==> src/srfr_pkg.sv <==
// ----------------------------------------------------------------------------
// srfr_pkg
// Shared types and constants of the servo reply frame receiver.
// ----------------------------------------------------------------------------
package srfr_pkg;

  localparam int MAX_PAYLOAD_DEF = 63;
  localparam int QUEUE_DEPTH     = 4;

  localparam logic [7:0]  SOF1       = 8'hAA;
  localparam logic [7:0]  SOF2       = 8'hCC;
  localparam logic [7:0]  EOF2       = 8'hEE;
  localparam logic [15:0] CRC16_TAPS = 16'hA001;
  localparam logic [15:0] CRC_SEED   = 16'hFFFF;

  localparam logic [7:0]  RST_ALARM   = 8'd46;
  localparam logic [7:0]  RST_RAM     = 8'd22;
  localparam logic [7:0]  RST_AXIS    = 8'd64;
  localparam logic [7:0]  RST_MOTION  = 8'd65;
  localparam logic [7:0]  RST_ALL     = 8'd67;
  localparam logic [15:0] RST_TIMEOUT = 16'd100;

  // register indexes
  localparam logic [2:0] REG_ALARM   = 3'd0;
  localparam logic [2:0] REG_RAM     = 3'd1;
  localparam logic [2:0] REG_AXIS    = 3'd2;
  localparam logic [2:0] REG_MOTION  = 3'd3;
  localparam logic [2:0] REG_ALL     = 3'd4;
  localparam logic [2:0] REG_TIMEOUT = 3'd5;

  // result kinds
  localparam logic [1:0] KIND_DATA   = 2'd0;
  localparam logic [1:0] KIND_ACCEPT = 2'd1;
  localparam logic [1:0] KIND_REJECT = 2'd2;
  localparam logic [1:0] KIND_ERROR  = 2'd3;

  // word handed from the front to the parser
  typedef struct packed {
    logic       tick;
    logic       restart;
    logic [7:0] rx_byte;
  } front_word_t;

  typedef struct packed {
    logic [7:0]  type_alarm_info;
    logic [7:0]  type_ram_param;
    logic [7:0]  type_axis_status;
    logic [7:0]  type_motion_status;
    logic [7:0]  type_all_status;
  } type_cfg_t;

  typedef struct packed {
    logic [1:0]  kind;
    logic [7:0]  data_byte;
    logic [5:0]  byte_index;
    logic [7:0]  drive_id;
    logic [7:0]  sync_number;
    logic [7:0]  frame_type;
    logic [7:0]  response_code;
    logic [15:0] error_count;
  } result_t;

  function automatic logic [15:0] crc_byte(input logic [15:0] c, input logic [7:0] b);
    logic [15:0] r;
    r = c ^ {8'h00, b};
    for (int k = 0; k < 8; k++) begin
      r = r[0] ? ((r >> 1) ^ CRC16_TAPS) : (r >> 1);
    end
    return r;
  endfunction

endpackage

==> src/srfr_front.sv <==
// ----------------------------------------------------------------------------
// srfr_front
// Accepts words, tracks idle ticks and flags bytes that restart the search.
// ----------------------------------------------------------------------------
module srfr_front (
  input  logic                  clk,
  input  logic                  rst,
  input  logic [15:0]           timeout_ticks,
  input  logic                  in_valid,
  input  logic                  op,
  input  logic [7:0]            rx_byte,
  output logic                  out_valid,
  output srfr_pkg::front_word_t out_word
);

  logic [15:0] idle_count;

  // idle tick counter, saturating
  always_ff @(posedge clk) begin
    if (rst) begin
      idle_count <= '0;
    end else if (in_valid) begin
      if (op) begin
        if (idle_count != 16'hFFFF) idle_count <= idle_count + 16'd1;
      end else begin
        idle_count <= '0;
      end
    end
  end

  // classify the word
  always_comb begin
    out_valid        = in_valid;
    out_word.tick    = op;
    out_word.restart = (idle_count >= timeout_ticks);
    out_word.rx_byte = rx_byte;
  end

endmodule

==> src/srfr_queue.sv <==
// ----------------------------------------------------------------------------
// srfr_queue
// Small fifo of register entries with a count.
// ----------------------------------------------------------------------------
module srfr_queue #(
  parameter int WIDTH = 8,
  parameter int DEPTH = 4
) (
  input  logic             clk,
  input  logic             rst,
  input  logic             push,
  input  logic [WIDTH-1:0] push_data,
  output logic             full,
  input  logic             pop,
  output logic [WIDTH-1:0] pop_data,
  output logic             empty
);

  localparam int AW = (DEPTH > 1) ? $clog2(DEPTH) : 1;
  localparam int CW = $clog2(DEPTH + 1);

  logic [WIDTH-1:0] mem [DEPTH];
  logic [AW-1:0]    wr_ptr;
  logic [AW-1:0]    rd_ptr;
  logic [CW-1:0]    count;
  logic             do_push;
  logic             do_pop;

  assign full     = (count == CW'(DEPTH));
  assign empty    = (count == '0);
  assign do_push  = push && !full;
  assign do_pop   = pop && !empty;
  assign pop_data = mem[rd_ptr];

  // storage
  always_ff @(posedge clk) begin
    if (do_push) mem[wr_ptr] <= push_data;
  end

  // pointers and fill count
  always_ff @(posedge clk) begin
    if (rst) begin
      wr_ptr <= '0;
      rd_ptr <= '0;
      count  <= '0;
    end else begin
      if (do_push) wr_ptr <= (wr_ptr == AW'(DEPTH - 1)) ? '0 : wr_ptr + AW'(1);
      if (do_pop)  rd_ptr <= (rd_ptr == AW'(DEPTH - 1)) ? '0 : rd_ptr + AW'(1);
      if (do_push && !do_pop)      count <= count + CW'(1);
      else if (do_pop && !do_push) count <= count - CW'(1);
    end
  end

endmodule

==> src/srfr_parser.sv <==
// ----------------------------------------------------------------------------
// srfr_parser
// Frame state machine, crc check and result generation.
// ----------------------------------------------------------------------------
module srfr_parser #(
  parameter int MAX_PAYLOAD = srfr_pkg::MAX_PAYLOAD_DEF
) (
  input  logic                  clk,
  input  logic                  rst,
  input  srfr_pkg::type_cfg_t   cfg,
  input  logic                  in_valid,
  input  srfr_pkg::front_word_t in_word,
  output logic                  in_ready,
  output logic                  res_valid,
  output srfr_pkg::result_t     res,
  input  logic                  res_full
);

  typedef enum logic [8:0] {
    ST_HEAD = 9'b000000001,
    ST_ID   = 9'b000000010,
    ST_SYNC = 9'b000000100,
    ST_TYPE = 9'b000001000,
    ST_RESP = 9'b000010000,
    ST_ESC  = 9'b000100000,
    ST_DATA = 9'b001000000,
    ST_CRC  = 9'b010000000,
    ST_TAIL = 9'b100000000
  } state_t;

  localparam int MP = (MAX_PAYLOAD > 63) ? 63 : MAX_PAYLOAD;

  state_t      state, state_next, st_eff;
  logic        pending, pending_next, pend_eff;
  logic [15:0] crc, crc_next, crc_upd;
  logic [15:0] rcrc, rcrc_next;
  logic [5:0]  pidx, pidx_next;
  logic [5:0]  plen, plen_next, len_of;
  logic [7:0]  fid, fsync, fkind, fresp;
  logic [7:0]  fid_next, fsync_next, fkind_next, fresp_next;
  logic [15:0] errs, errs_next;
  logic        emit;
  logic [1:0]  ekind;
  logic        go;
  logic [7:0]  b;

  assign in_ready = !res_full;
  assign go       = in_valid && !res_full;
  assign b        = in_word.rx_byte;
  assign crc_upd  = srfr_pkg::crc_byte(crc, b);

  // payload length from the type byte, first match wins
  always_comb begin
    if (b == cfg.type_alarm_info) len_of = 6'd1;
    else if (b == cfg.type_ram_param || b == cfg.type_axis_status) len_of = 6'd4;
    else if (b == cfg.type_motion_status) len_of = 6'd20;
    else if (b == cfg.type_all_status) len_of = (MP < 33) ? 6'(MP) : 6'd33;
    else len_of = 6'd0;
  end

  // next state
  always_comb begin
    st_eff   = in_word.restart ? ST_HEAD : state;
    pend_eff = in_word.restart ? 1'b0 : pending;
    state_next = st_eff;
    pending_next = pend_eff;
    crc_next = crc; rcrc_next = rcrc;
    pidx_next = pidx; plen_next = plen;
    fid_next = fid; fsync_next = fsync; fkind_next = fkind; fresp_next = fresp;
    errs_next = errs;
    emit = 1'b0; ekind = srfr_pkg::KIND_DATA;
    case (st_eff)
      ST_HEAD: begin
        if (b == srfr_pkg::SOF1) begin
          pending_next = 1'b1;
        end else if (pend_eff) begin
          pending_next = 1'b0;
          if (b == srfr_pkg::SOF2) begin
            state_next = ST_ID;
            crc_next   = srfr_pkg::CRC_SEED;
          end
        end
      end
      ST_ID: begin
        fid_next = b; crc_next = crc_upd; state_next = ST_SYNC;
      end
      ST_SYNC: begin
        fsync_next = b; crc_next = crc_upd; state_next = ST_TYPE;
      end
      ST_TYPE: begin
        fkind_next = b; crc_next = crc_upd; plen_next = len_of; state_next = ST_RESP;
      end
      ST_RESP: begin
        fresp_next = b; crc_next = crc_upd; pending_next = 1'b0;
        if (b != 8'd0) begin
          if (errs != 16'hFFFF) errs_next = errs + 16'd1;
          state_next = ST_HEAD;
          emit = 1'b1; ekind = srfr_pkg::KIND_ERROR;
        end else begin
          pidx_next  = '0;
          state_next = (plen != '0) ? ST_DATA : ST_CRC;
        end
      end
      ST_ESC, ST_DATA: begin
        if (st_eff == ST_DATA && b == srfr_pkg::SOF1) begin
          state_next = ST_ESC;
        end else begin
          crc_next  = crc_upd;
          pidx_next = pidx + 6'd1;
          emit = 1'b1;
          if ((pidx + 6'd1) >= plen) begin
            pending_next = 1'b0; state_next = ST_CRC;
          end else begin
            state_next = ST_DATA;
          end
        end
      end
      ST_CRC: begin
        if (pend_eff) begin
          pending_next = 1'b0;
          rcrc_next = rcrc | {b, 8'h00};
          state_next = ST_TAIL;
        end else begin
          pending_next = 1'b1;
          rcrc_next = {8'h00, b};
        end
      end
      ST_TAIL: begin
        if (b == srfr_pkg::SOF1) begin
          pending_next = 1'b1;
        end else begin
          emit = 1'b1;
          ekind = (pend_eff && b == srfr_pkg::EOF2 && crc == rcrc) ?
                  srfr_pkg::KIND_ACCEPT : srfr_pkg::KIND_REJECT;
          pending_next = 1'b0; state_next = ST_HEAD;
        end
      end
      default: begin
        state_next = ST_HEAD; pending_next = 1'b0;
      end
    endcase
  end

  // result word, frame fields taken after update
  always_comb begin
    res_valid         = go && !in_word.tick && emit;
    res.kind          = ekind;
    res.data_byte     = (ekind == srfr_pkg::KIND_DATA) ? b : 8'd0;
    res.byte_index    = (ekind == srfr_pkg::KIND_DATA) ? pidx : 6'd0;
    res.drive_id      = fid_next;
    res.sync_number   = fsync_next;
    res.frame_type    = fkind_next;
    res.response_code = fresp_next;
    res.error_count   = errs_next;
  end

  // control state
  always_ff @(posedge clk) begin
    if (rst) begin
      state <= ST_HEAD; pending <= 1'b0; crc <= srfr_pkg::CRC_SEED; rcrc <= '0;
      pidx <= '0; plen <= '0; fid <= '0; fsync <= '0; fkind <= '0; fresp <= '0;
      errs <= '0;
    end else if (go && !in_word.tick) begin
      state <= state_next; pending <= pending_next; crc <= crc_next; rcrc <= rcrc_next;
      pidx <= pidx_next; plen <= plen_next; fid <= fid_next; fsync <= fsync_next;
      fkind <= fkind_next; fresp <= fresp_next; errs <= errs_next;
    end
  end

endmodule

==> src/servo_reply_frame_receiver_top.sv <==
// ----------------------------------------------------------------------------
// servo_reply_frame_receiver_top
// Reply frame receiver for a serial servo drive.
// ----------------------------------------------------------------------------
// Input channel: push a word (op 0 = byte in rx_byte, op 1 = one time tick)
// while full is low. Result channel: while empty is low the oldest result
// (payload byte, accepted, rejected or error response) sits on the result
// ports; pop takes it.
// A front stage counts idle ticks and marks bytes that restart the header
// search; a four-word queue decouples it from the frame parser, which runs
// the state machine and an unrolled crc update. A second four-word
// queue holds results.
// Throughput: one word per cycle while full is low. A result reaches the
// result ports through the word queue, the parser and the result queue.
// Reset (rst, synchronous) restores register defaults, empties both queues
// and returns the parser to header search. When the receiver stops popping
// the result queue fills, the parser stalls, then the word queue fills and
// full rises; nothing is lost.
// Registers at paddr 4*i: 0..4 type codes, 5 timeout_ticks.
// ----------------------------------------------------------------------------
module servo_reply_frame_receiver_top #(
  parameter int MAX_PAYLOAD = srfr_pkg::MAX_PAYLOAD_DEF
) (
  input  logic        clk,
  input  logic        rst,
  input  logic        psel,
  input  logic        penable,
  input  logic        pwrite,
  input  logic [4:0]  paddr,
  input  logic [31:0] pwdata,
  output logic [31:0] prdata,
  output logic        pready,
  input  logic        push,
  output logic        full,
  input  logic        op,
  input  logic [7:0]  rx_byte,
  output logic        empty,
  input  logic        pop,
  output logic [1:0]  kind,
  output logic [7:0]  data_byte,
  output logic [5:0]  byte_index,
  output logic [7:0]  drive_id,
  output logic [7:0]  sync_number,
  output logic [7:0]  frame_type,
  output logic [7:0]  response_code,
  output logic [15:0] error_count
);

  srfr_pkg::type_cfg_t   cfg;
  logic [15:0]           timeout_ticks;
  logic                  fr_valid;
  srfr_pkg::front_word_t fr_word, q_word;
  logic                  q_empty, q_ready, p_valid, r_full, r_empty;
  srfr_pkg::result_t     p_res, r_res;
  logic [2:0]            reg_idx;

  assign pready  = 1'b1;
  assign reg_idx = paddr[4:2];

  // configuration registers
  always_ff @(posedge clk) begin
    if (rst) begin
      cfg.type_alarm_info    <= srfr_pkg::RST_ALARM;
      cfg.type_ram_param     <= srfr_pkg::RST_RAM;
      cfg.type_axis_status   <= srfr_pkg::RST_AXIS;
      cfg.type_motion_status <= srfr_pkg::RST_MOTION;
      cfg.type_all_status    <= srfr_pkg::RST_ALL;
      timeout_ticks          <= srfr_pkg::RST_TIMEOUT;
    end else if (psel && penable && pwrite) begin
      case (reg_idx)
        srfr_pkg::REG_ALARM:   cfg.type_alarm_info    <= pwdata[7:0];
        srfr_pkg::REG_RAM:     cfg.type_ram_param     <= pwdata[7:0];
        srfr_pkg::REG_AXIS:    cfg.type_axis_status   <= pwdata[7:0];
        srfr_pkg::REG_MOTION:  cfg.type_motion_status <= pwdata[7:0];
        srfr_pkg::REG_ALL:     cfg.type_all_status    <= pwdata[7:0];
        srfr_pkg::REG_TIMEOUT: timeout_ticks          <= pwdata[15:0];
        default: ;
      endcase
    end
  end

  // register read back
  always_comb begin
    case (reg_idx)
      srfr_pkg::REG_ALARM:   prdata = {24'd0, cfg.type_alarm_info};
      srfr_pkg::REG_RAM:     prdata = {24'd0, cfg.type_ram_param};
      srfr_pkg::REG_AXIS:    prdata = {24'd0, cfg.type_axis_status};
      srfr_pkg::REG_MOTION:  prdata = {24'd0, cfg.type_motion_status};
      srfr_pkg::REG_ALL:     prdata = {24'd0, cfg.type_all_status};
      srfr_pkg::REG_TIMEOUT: prdata = {16'd0, timeout_ticks};
      default:               prdata = 32'd0;
    endcase
  end

  srfr_front u_front (
    .clk(clk), .rst(rst), .timeout_ticks(timeout_ticks),
    .in_valid(push && !full), .op(op), .rx_byte(rx_byte),
    .out_valid(fr_valid), .out_word(fr_word)
  );

  srfr_queue #(.WIDTH($bits(srfr_pkg::front_word_t)), .DEPTH(srfr_pkg::QUEUE_DEPTH)) u_wq (
    .clk(clk), .rst(rst), .push(fr_valid), .push_data(fr_word), .full(full),
    .pop(q_ready), .pop_data(q_word), .empty(q_empty)
  );

  srfr_parser #(.MAX_PAYLOAD(MAX_PAYLOAD)) u_parser (
    .clk(clk), .rst(rst), .cfg(cfg), .in_valid(!q_empty), .in_word(q_word),
    .in_ready(q_ready), .res_valid(p_valid), .res(p_res), .res_full(r_full)
  );

  srfr_queue #(.WIDTH($bits(srfr_pkg::result_t)), .DEPTH(srfr_pkg::QUEUE_DEPTH)) u_rq (
    .clk(clk), .rst(rst), .push(p_valid), .push_data(p_res), .full(r_full),
    .pop(pop), .pop_data(r_res), .empty(r_empty)
  );

  // result ports
  assign empty         = r_empty;
  assign kind          = r_res.kind;
  assign data_byte     = r_res.data_byte;
  assign byte_index    = r_res.byte_index;
  assign drive_id      = r_res.drive_id;
  assign sync_number   = r_res.sync_number;
  assign frame_type    = r_res.frame_type;
  assign response_code = r_res.response_code;
  assign error_count   = r_res.error_count;

endmodule
==> config.mk <==
export PLATFORM = sky130hd
export DESIGN_NAME = servo_reply_frame_receiver_top
export DESIGN_NICKNAME = d
export VERILOG_FILES = /design/src/srfr_pkg.sv /design/src/srfr_front.sv /design/src/srfr_queue.sv /design/src/srfr_parser.sv /design/src/servo_reply_frame_receiver_top.sv
export SDC_FILE = /design/constraint.sdc
export NUM_CORES = 1
export LEC_CHECK = 0
export ABC_AREA = 1
export ABC_CLOCK_PERIOD_IN_PS = 13200
export BUFFER_PORTS_ARGS = -buffer_cell sky130_fd_sc_hd__buf_2
export CORE_ASPECT_RATIO = 1.1
export CORE_MARGIN = 2
export CORE_UTILIZATION = 24
export CTS_CLUSTER_DIAMETER = 60
export DETAILED_ROUTE_END_ITERATION = 6
export SYNTH_ARGS = -nofsm -noshare
export SYNTH_HDL_FRONTEND = slang
export SYNTH_SLANG_ARGS = --single-unit
==> constraint.sdc <==
create_clock -name clk -period 13.2 [get_ports clk]
set_input_delay 1.98 -clock clk [delete_from_list [all_inputs] [get_ports clk]]
set_output_delay 1.98 -clock clk [all_outputs]
set_load 0.02 [all_outputs]
# Word level (Yosys, flattened, before mapping)
# Memories as Yosys holds them, arrays and structs flattened. A register that Yosys moved wholly into a read port is not among the register bits.
# Index checks and enable logic that the tools add are counted.
[totals] reg_bits=188 input_bits=53 mem_bits_rw=296 word_cells=211 out_inout_bits=99 n_memories=2
[classes] bitwise=10 order_cmp=2 addsub=11 eq_ne=37 reduce_logical=51 muxes=74
[memory_table] name="u_rq.mem" depth=4 word_bits=64 read_ports=1 rd_ports_with_merged_regs=1 wr=1 line="srfr_queue.sv:22" source="logic [WIDTH-1:0] mem [DEPTH];"
[memory_table] name="u_wq.mem" depth=4 word_bits=10 read_ports=1 rd_ports_with_merged_regs=1 wr=1 line="srfr_queue.sv:22"
[ops] operator="two-way mux 16 bit" count=18
[ops] operator="one-hot mux 16 bit (6 select lines)" count=1
[ops] operator="two-way mux 9 bit" count=8
[ops] operator="one-hot mux 9 bit (8 select lines)" count=1
[ops] operator="two-way mux 8 bit" count=7
[ops] operator="one-hot mux 16 bit (3 select lines)" count=1
[ops] operator="two-way mux 6 bit" count=7
[ops] operator="== test 8 bit" count=5
[ops] operator="adder 16 x 1 -> 16 bit (second input constant)" count=2
[ops] operator="!= test 16 bit (second input constant)" count=2
[ops] operator="== test 8 bit (second input constant)" count=3
[ops] operator="inverter 2 -> 3 bit" count=8
[ops] operator="two-way mux 2 bit" count=11
[ops] operator="AND reduction 2 bit" count=9
[ops] operator="== test 16 bit" count=1
[ops] operator="greater-or-equal comparator 16 bit" count=1
[ops] operator="logical AND 1 bit" count=16
[ops] operator="bitwise OR 16 bit" count=1
[ops] operator="XOR 16 x 8 -> 16 bit" count=1
[ops] operator="== test 3 bit (second input constant)" count=4
[ops] operator="two-way mux 1 bit" count=12
[ops] operator="two-way mux 3 bit" count=4
[ops] operator="one-hot mux 6 bit (2 select lines)" count=1
[ops] operator="== test 9 x 1 -> 1 bit (second input constant)" count=1
[ops] operator="other kinds (34)" count=60

# Logic depth before layout (Yosys ltp)
# Gate-level depths: netlist of the first run.
[depth] word_depth=19 mapped_depth=22 depth_no_buf=21

# Modules after synthesis
# Synthesis of the first run repeated with hierarchy kept, for this count alone.
[hier_totals] hier_cells=2593 hier_area_um2=23168.5
[modules_own_cells] mod="srfr_queue (u_rq)" instances=1 seq_area_each_um2=7867.5 area_per_inst_um2=9997.1 cells_each=690
[modules_own_cells] mod="srfr_parser" instances=1 seq_area_each_um2=2001.9 area_per_inst_um2=6532.5 cells_each=1008
[modules_own_cells] mod="servo_reply_frame_receiver_top" instances=1 seq_area_each_um2=1121.1 area_per_inst_um2=3015.4 cells_each=464
[modules_own_cells] mod="srfr_queue (u_wq)" instances=1 seq_area_each_um2=1381.3 area_per_inst_um2=1990.7 cells_each=168
[modules_own_cells] mod="srfr_front" instances=1 seq_area_each_um2=320.3 area_per_inst_um2=1632.8 cells_each=263

# Worst setup path after synthesis of the first run
# No wires, ideal clock.
[synth_timing] path_type="input to output" start="input paddr[2]" end="output prdata[4]" n_path_buf=1 arrival_time_ps=3090 stages=5 required_ps=11220 path_slack_ps=8130 path_cell_list="inv_1 > nor3_1 > inv_1 > clkbuf_1 > o221ai_1"
[synth_between] elab_chain_len=2 word_cells_on_any_way=7 cone_classes="5 x eq/ne; 1 x mux; 1 x reduce/logical"
[synth_lines] element="start: declaration" line="servo_reply_frame_receiver_top.sv:29" source="input logic [4:0] paddr,"
[synth_lines] element="== test 3 bit (tied with other cells)" line="servo_reply_frame_receiver_top.sv:84" source="case (reg_idx)"
[synth_lines] element="one-hot mux 16 bit (6 select lines) (*)" line="servo_reply_frame_receiver_top.sv:84"
[synth_lines] element="end: declaration" line="servo_reply_frame_receiver_top.sv:31" source="output logic [31:0] prdata,"
# Every way passes the cells marked *; elsewhere a longest branch is shown, timed or not.

# Worst setup path in the final report of the first run
# Ends and elaborated chain as after synthesis.

==> metrics, run 1 <==
status finished clean; DRT Wirelength roughly 57000 um; synth unique cells 60; RSZ-0062 raised after global routing no; Pins Over Slew Limit 0; endpoints failing setup 0; postcts setup bufs 0; DIE HEIGHT about 320 um; vias in the first global route around 15000; leakage 9.709 nW; final routed DRC violation total 0; met2 Use GR approximately a fifth; CP arrival approximately 3.6 ns; First-pass DRT Iterations 7; antenna cells 0; Avg Cell Area, Syn ~9.4 um2; DRT iter0 DRCs about 1300; Top delay family on crit path simple AND/OR/NAND/NOR gates; hpwl dp ~36000 um; Die X between 200 and 300 um; peak supply drop 0.1189 mV; Slew headroom 28.79%; Post-Layout Cell Count about 3600; clock root buffer clkbuf_16; Final Hold Vio Count 0; gr ovfl total 0; total power 5.017 mW; register area between 10000 and 15000 um2; max incr delay on CP ~0.58 ns; crit end category output port; Reg clk slew, reported paths ~0.060 ns; clk sink count between 400 and 500; final period utilization a little over two fifths; Pwr Density approximately 200 nW/um2; yosys warns 0; area of the multi-input gates 7794 um2; number of I/O pins between 150 and 200; initial antenna violation count 6; Skew-Pair Late Insertion Delay around 0.64 ns; R2R depth 20; Startpoint Class input port; critical path depth in cells 8; CP cell instances buf_2 -> inv_1 -> nor3_1 -> inv_1 -> o21ai_0 -> a221oi_1 -> o221ai_1 -> buf_2; GRT Overall Usage a little under an eighth; min Tclk post-route 5.614 ns; Via density between 4 and 5; design area around 25000 um2; area post-placement approximately 24000 um2; Core ar. 90710 um2; maximum clock rate approximately 0.18 GHz; routed via count 16410; Req. time, crit path roughly 11 ns; Post-synth EDFFs 296; Synth async-reset ratio 0%; Max-Cap Viols 0; maximum number of pins on one net before global-route repair 99; synthesized instance count approximately 2300; initial core utilization roughly a quarter; cts bufs inserted 53; gr busiest metal met2; die area between 90000 and 100000 um2; Final TNS setup 0 ns; CTS Buffer Depth 3; CTS H-tree lvls 2; setup slack, reg-to-reg approximately 8.4 ns; TritonCTS clock tree yes; Area Growth Syn to Fin 16.32%; Final nets 2506; Crit-path slowest cell nor3_1; grt met1 use 15.72%; Min-Delay Path Class reg -> reg; Hold-fix buffers, CTS 0; mean routed wirelength per cell between 15 and 20 um; placed cells about 3500; Critical Path Fanout Max 7; grt met3 use approximately 1.9%; synthesized cell area ~22000 um2; GPL Wtd Cong approximately 0.88; Slew @ Worst Pin between 1 and 1.5 ns; Buf/Inv on CP 4; fillcell total 9474; share of layout cells above drive strength 1 a little under an eighth; sequential fraction of the synthesis area 57.95%; Main synth FF type edfxtp_1; Clock Skews just under 0.06 ns; Port-buffer cells roughly 120; ANT nets after route 0; post-CTS resize count 0; hold path cells 2; Setup CP Type in -> out; number of synthesized register bits just under 500; global-route wire length before repair 87570 um; row cnt approximately 120
power breakdown:
| group | leakage, nW | internal, mW | switching (mW) |
|---|---|---|---|
| combinational | 4.58 | 0.409 | 1.14 |
| clock | 0.925 | 0.956 | 0.631 |
| sequential | 4.21 | 1.80 | 0.0870 |
| total | 9.71 | 3.16 | 1.85 |
sequential cells by signal (all words and copies together), names as in the netlist, 3 cells and up, named ones only:
register,count
u_parser.rcrc,16
u_front.idle_count,16
u_parser.fid,8
timeout_ticks,16
u_parser.fkind,8
u_parser.pidx,6
u_parser.fsync,8
u_parser.crc,16
u_rq.mem,256
u_rq.count,3
u_parser.state,9
cfg,40
u_parser.fresp,8
u_wq.count,3
u_parser.errs,16
u_wq.mem,40
u_parser.plen,4
layer usage:
layer,share of wire (%),vias to the layer above
li1,-,8092
met3,5.8,89
met1,44,7754
met5,0.023,-
met4,2.6,2
met2,47,471
synthesized netlist by cell type (18+ instances only):
cell	number	share of area, %
nand4_1	22	0.63
xor2_1	59	2.4
nor2_1	322	5.5
clkbuf_1	75	1.3
o21ai_0	285	6.5
nor3_1	25	0.57
nand2_1	304	5.2
dfxtp_1	190	17
edfxtp_1	296	41
o22ai_1	72	2.1
a21oi_1	134	3.1
nand3_1	86	2.0
buf_4	18	0.62
o21ai_1	28	0.64
ha_1	35	2.0
inv_1	228	3.9
worst min-delay path, delay by kind of cell (launching register included):
kind	cells	cell delay [ns]
buffers and inverters	1	0.06
DFF	1	0.29
AOI/OAI and AO/OA	1	0.05
layout by cell type (no fill, tap or decap), types with 10 or more instances in the layout:
cell type	n
nor2_1	318
nand2_1	304
edfxtp_1	296
o21ai_0	285
inv_1	226
dfxtp_1	188
a21oi_1	134
buf_2	116
nand3_1	85
o22ai_1	72
xor2_1	59
clkbuf_16	54
ha_1	35
o21ai_1	28
nor3_1	25
nand4_1	22
conb_1	17
buf_4	15
inv_2	11
nand2_2	10
nor3_2	10
clkinv_2	10
path summary, 6_finish.rpt:
check,from,to
setup / recovery,paddr[2],prdata[4]
hold / removal,u_parser.fkind[3],u_parser.fkind[3]
setup reg to reg,flop,u_rq.count[2]
hold reg to reg,u_parser.fkind[3],u_parser.fkind[3]
cells by family after synthesis:
| kind of cell | count (synthesis) | synth area share [%] |
|---|---|---|
| adder cells (fa/ha/maj) | 37 | 2.182 |
| other | 2 | 0.03429 |
| XOR/XNOR | 67 | 2.679 |
| flip-flops | 486 | 57.95 |
| AO/OA/AOI/OAI | 567 | 14.12 |
| AND/OR/NAND/NOR | 814 | 16.15 |
| buffers and inverters | 361 | 6.878 |
metrics by stage:
stage               setup WS [ns]  hold slack (ns)  utilization, %
floorplan                   8.130           0.4297               -
global placement            7.674           0.4404           25.99
detailed placement          7.640           0.4457           25.99
CTS                         7.636           0.4547           28.08
global route                7.368           0.4737           28.08
finish                      7.586           0.4532           28.08
final cells by class:
class                           count  share of cell area [%]
Clock buffer                       64                   5.609
Sequential cell                   486                   49.84
Inverter                          242                   3.585
Timing Repair Buffer              131                   2.721
Clock inverter                     34                   1.856
Tap cell                         1180                   5.795
Multi-Input combinational cell   1502                   30.59
Note: power is estimated with default switching activity, not from simulation.
==> run 2: changes to the inputs <==
--- a/config.mk
+++ b/config.mk
@@ -5,8 +5,8 @@
 export SDC_FILE = /design/constraint.sdc
 export NUM_CORES = 1
 export LEC_CHECK = 0
-export ABC_AREA = 1
-export ABC_CLOCK_PERIOD_IN_PS = 13200
+export ABC_AREA = 0
+export ABC_CLOCK_PERIOD_IN_PS = 4500
 export BUFFER_PORTS_ARGS = -buffer_cell sky130_fd_sc_hd__buf_2
 export CORE_ASPECT_RATIO = 1.1
 export CORE_MARGIN = 2
==> constraint.sdc (replaced) <==
create_clock -name clk -period 4.5 [get_ports clk]
set_input_delay 0.675 -clock clk [delete_from_list [all_inputs] [get_ports clk]]
set_output_delay 0.675 -clock clk [all_outputs]
set_load 0.02 [all_outputs]
==> run 2 against run 1 <==
  * Critical path type is now reg -> reg
  * Largest power group unchanged
  * Design area shrank 2.8%
  * First-iteration DRC count shrank 30%
  * Sequential share of layout area grew 1.4 points
  * Critical path depth shrank 1
  * Clock power grew to 2.8 times the previous value
  * Final cell count shrank 19%
  * Via count shrank 19%
  * Worst setup slack lost 7.0 ns
  * Wire length shrank 9.2%
  * Sequential power grew to 2.7 times the previous value
  * Register-to-register slack lost 7.8 ns
==> metrics, run 2 <==
status finished clean; CTS Buffer Depth 3; Startpoint Class flop; crit path capture u_rq.mem[2][20]; routed via count around 13000; Final Hold Vio Count 0; RR Endpoint u_rq.mem[2][20]; Comb power frac around a quarter; Crit-path slowest cell and2_2; fillcell total 8971; most flop-heavy register u_rq.mem; First-pass DRT Iterations 5; Max-Cap Viols 0; Clock power frac around a third; DIE HEIGHT between 300 and 400 um; most common cell after layout, fill and taps aside edfxtp_1; DRT Wirelength between 50000 and 60000 um; max reg flops approximately 260; GRT Overall Usage around 11%; Buf/Inv on CP 1; antenna cells 0; vias in the first global route between 10000 and 15000; RSZ-0062 raised after global routing no; cells taking the most area after synthesis edfxtp_1, dfxtp_1, mux4_2; maximum number of pins on one net before global-route repair 72; critical path depth in cells 7; global-route wire length before repair approximately 80000 um; row cnt between 100 and 150; final period utilization just under 90%; count leader, synth edfxtp_1; Via density about 4.5; most frequent cells in the layout edfxtp_1, dfxtp_1, nand2_1, nor2_1, buf_2; Clock Skews approximately 0.059 ns; Die X between 200 and 300 um; Hold-fix buffers, CTS 0; Critical Path Fanout Max 37; number of synthesized register bits slightly below 500; cell taking the most area after synthesis edfxtp_1; cts bufs inserted between 50 and 60; TritonCTS clock tree yes; clk sink count 486; Port-buffer cells roughly 120; die area between 90000 and 100000 um2; placed cells around 2900; ANT nets after route 0; synthesized instance count 1648; synth unique cells between 60 and 70; CTS H-tree lvls 2; top cells by count, synth edfxtp_1, dfxtp_1, nand2_1, nor2_1, a21oi_1; post-CTS resize count 0; Setup CP Type reg -> reg; sequential share of power roughly 40%; peak supply drop around 0.27 mV; gr ovfl total 0; Core ar. 87580 um2; number of I/O pins about 150; Pwr Density between 500 and 600 nW/um2; sequential fraction of the synthesis area between 60 and 70%; placement-stage worst setup slack between 0.5 and 0.6 ns; design area between 20000 and 25000 um2; switching share of power a little under a third; Largest regs u_rq.mem (256), cfg (40), u_wq.mem (40); Final nets 1845; yosys warns 0; Slew @ Worst Pin about 1.1 ns; Pins Over Slew Limit 0; PnR worst setup slack approximately 0.59 ns; Slew headroom about a quarter; P_sw 3.872 mW; setup slack, reg-to-reg slightly below 0.6 ns; Req. time, crit path between 4 and 5 ns; Top delay family on crit path simple AND/OR/NAND/NOR gates; Post-synth EDFFs about 300; GPL Wtd Cong between 0.8 and 0.9; mean routed wirelength per cell between 15 and 20 um; Avg Cell Area, Syn 12.82 um2; CP cell instances mux4_2 -> or3_1 -> a211oi_1 -> or2b_4 -> a21oi_2 -> and2_2 -> buf_12; register area approximately 13000 um2; Fin Hold WS around 0.28 ns; postcts setup bufs 0; area of the multi-input gates 7850 um2; share of the synthesized area in the top cell type 42.07%; clock root buffer clkbuf_16; maximum clock rate 0.2556 GHz; Synth async-reset ratio 0%; R2R depth 7; Cell Int Power around 9 mW; Area Growth Syn to Fin 17.23%; Final TNS setup 0 ns; Post-Layout Cell Count slightly below 3000; synthesized cell area 21130 um2; DRT iter0 DRCs roughly 900; crit end category flop; hold path startpoint rx_byte[2]; endpoints failing setup 0; area post-placement 22990 um2; max incr delay on CP 0.80 ns; initial core utilization ~24%; CP arrival 4.20 ns; hold path cells 1; Main synth FF type edfxtp_1; Min-Delay Path Class in -> reg; Reg clk slew, reported paths about 0.060 ns; initial antenna violation count 8; hpwl dp 35030 um; min Tclk post-route around 4 ns; leakage about 8.4 nW; Skew-Pair Late Insertion Delay roughly 0.61 ns; final routed DRC violation total 0; share of layout cells above drive strength 1 20.47%
## run 2: cell types whose count changed after synthesis, moves of 56 or more
cell     change
o22ai_1     -56
o21ai_0    -268
nor2_1     -169
mux4_2      +77
nand2_1    -151
xnor2_1     +75
inv_1      -191
## run 2: routing by layer
layer	up-vias	GRT usage [%]	part of all wire, %
met2	368	20.34	50
met5	-	0	0
li1	6162	-	-
met1	6618	14.23	43
met3	90	1.961	4.9
met4	0	2.770	2.1
## run 2: worst min path at each step
stage	end
floorplan	u_parser.fkind[0]
global placement	u_parser.fkind[0]
detailed placement	u_parser.fkind[2]
CTS	u_wq.mem[3][3]
global route	u_wq.mem[0][4]
finish	u_wq.mem[0][2]
## run 2: cells by family (layout without fill, tap and decap cells)
logic type	Yosys count	after routing	share of synthesized area, %
muxes	153	153	12.04
xor gates and xnor gates	122	122	5.270
and+or+nand+nor	513	513	11.75
adders and majority gates	37	37	2.262
other	2	17	0.03554
AOI/OAI and AO/OA	191	191	5.460
DFF	486	486	60.07
buffers and inverters	144	279	3.115
## run 2: stage by stage
step	util (%)	power, mW
floorplan	-	7.395
global placement	26.25	8.322
detailed placement	26.25	8.366
CTS	28.28	12.79
global route	28.28	13.18
finish	28.28	12.62
## run 2: layout make-up
| cell class | count | area share (%) |
|---|---|---|
| Sequential cell | 486 | 51.26 |
| Tap cell | 1160 | 5.859 |
| Clock buffer | 67 | 5.637 |
| Multi-Input combinational cell | 1033 | 31.69 |
| Timing Repair Buffer | 145 | 3.435 |
| Inverter | 38 | 0.5758 |
| Clock inverter | 29 | 1.541 |
## run 2: worst register-to-register path: cells and delay by family, from the launching register on
family	cells	cell delay (ns)
simple gates	3	1.58
compound gates	2	0.65
mux	1	0.65
flops	1	0.36
buf+inv	1	0.35
## run 2: power by group through the flow
stage / Combinational (mW) / Clock, mW / Sequential (mW)
after floorplan: 2.34 / 0 / 5.06
after global placement: 3.17 / 0 / 5.15
after detailed placement: 3.20 / 0 / 5.16
after global routing: 3.41 / 4.69 / 5.09
final: 3.16 / 4.40 / 5.06
after CTS: 3.22 / 4.51 / 5.07
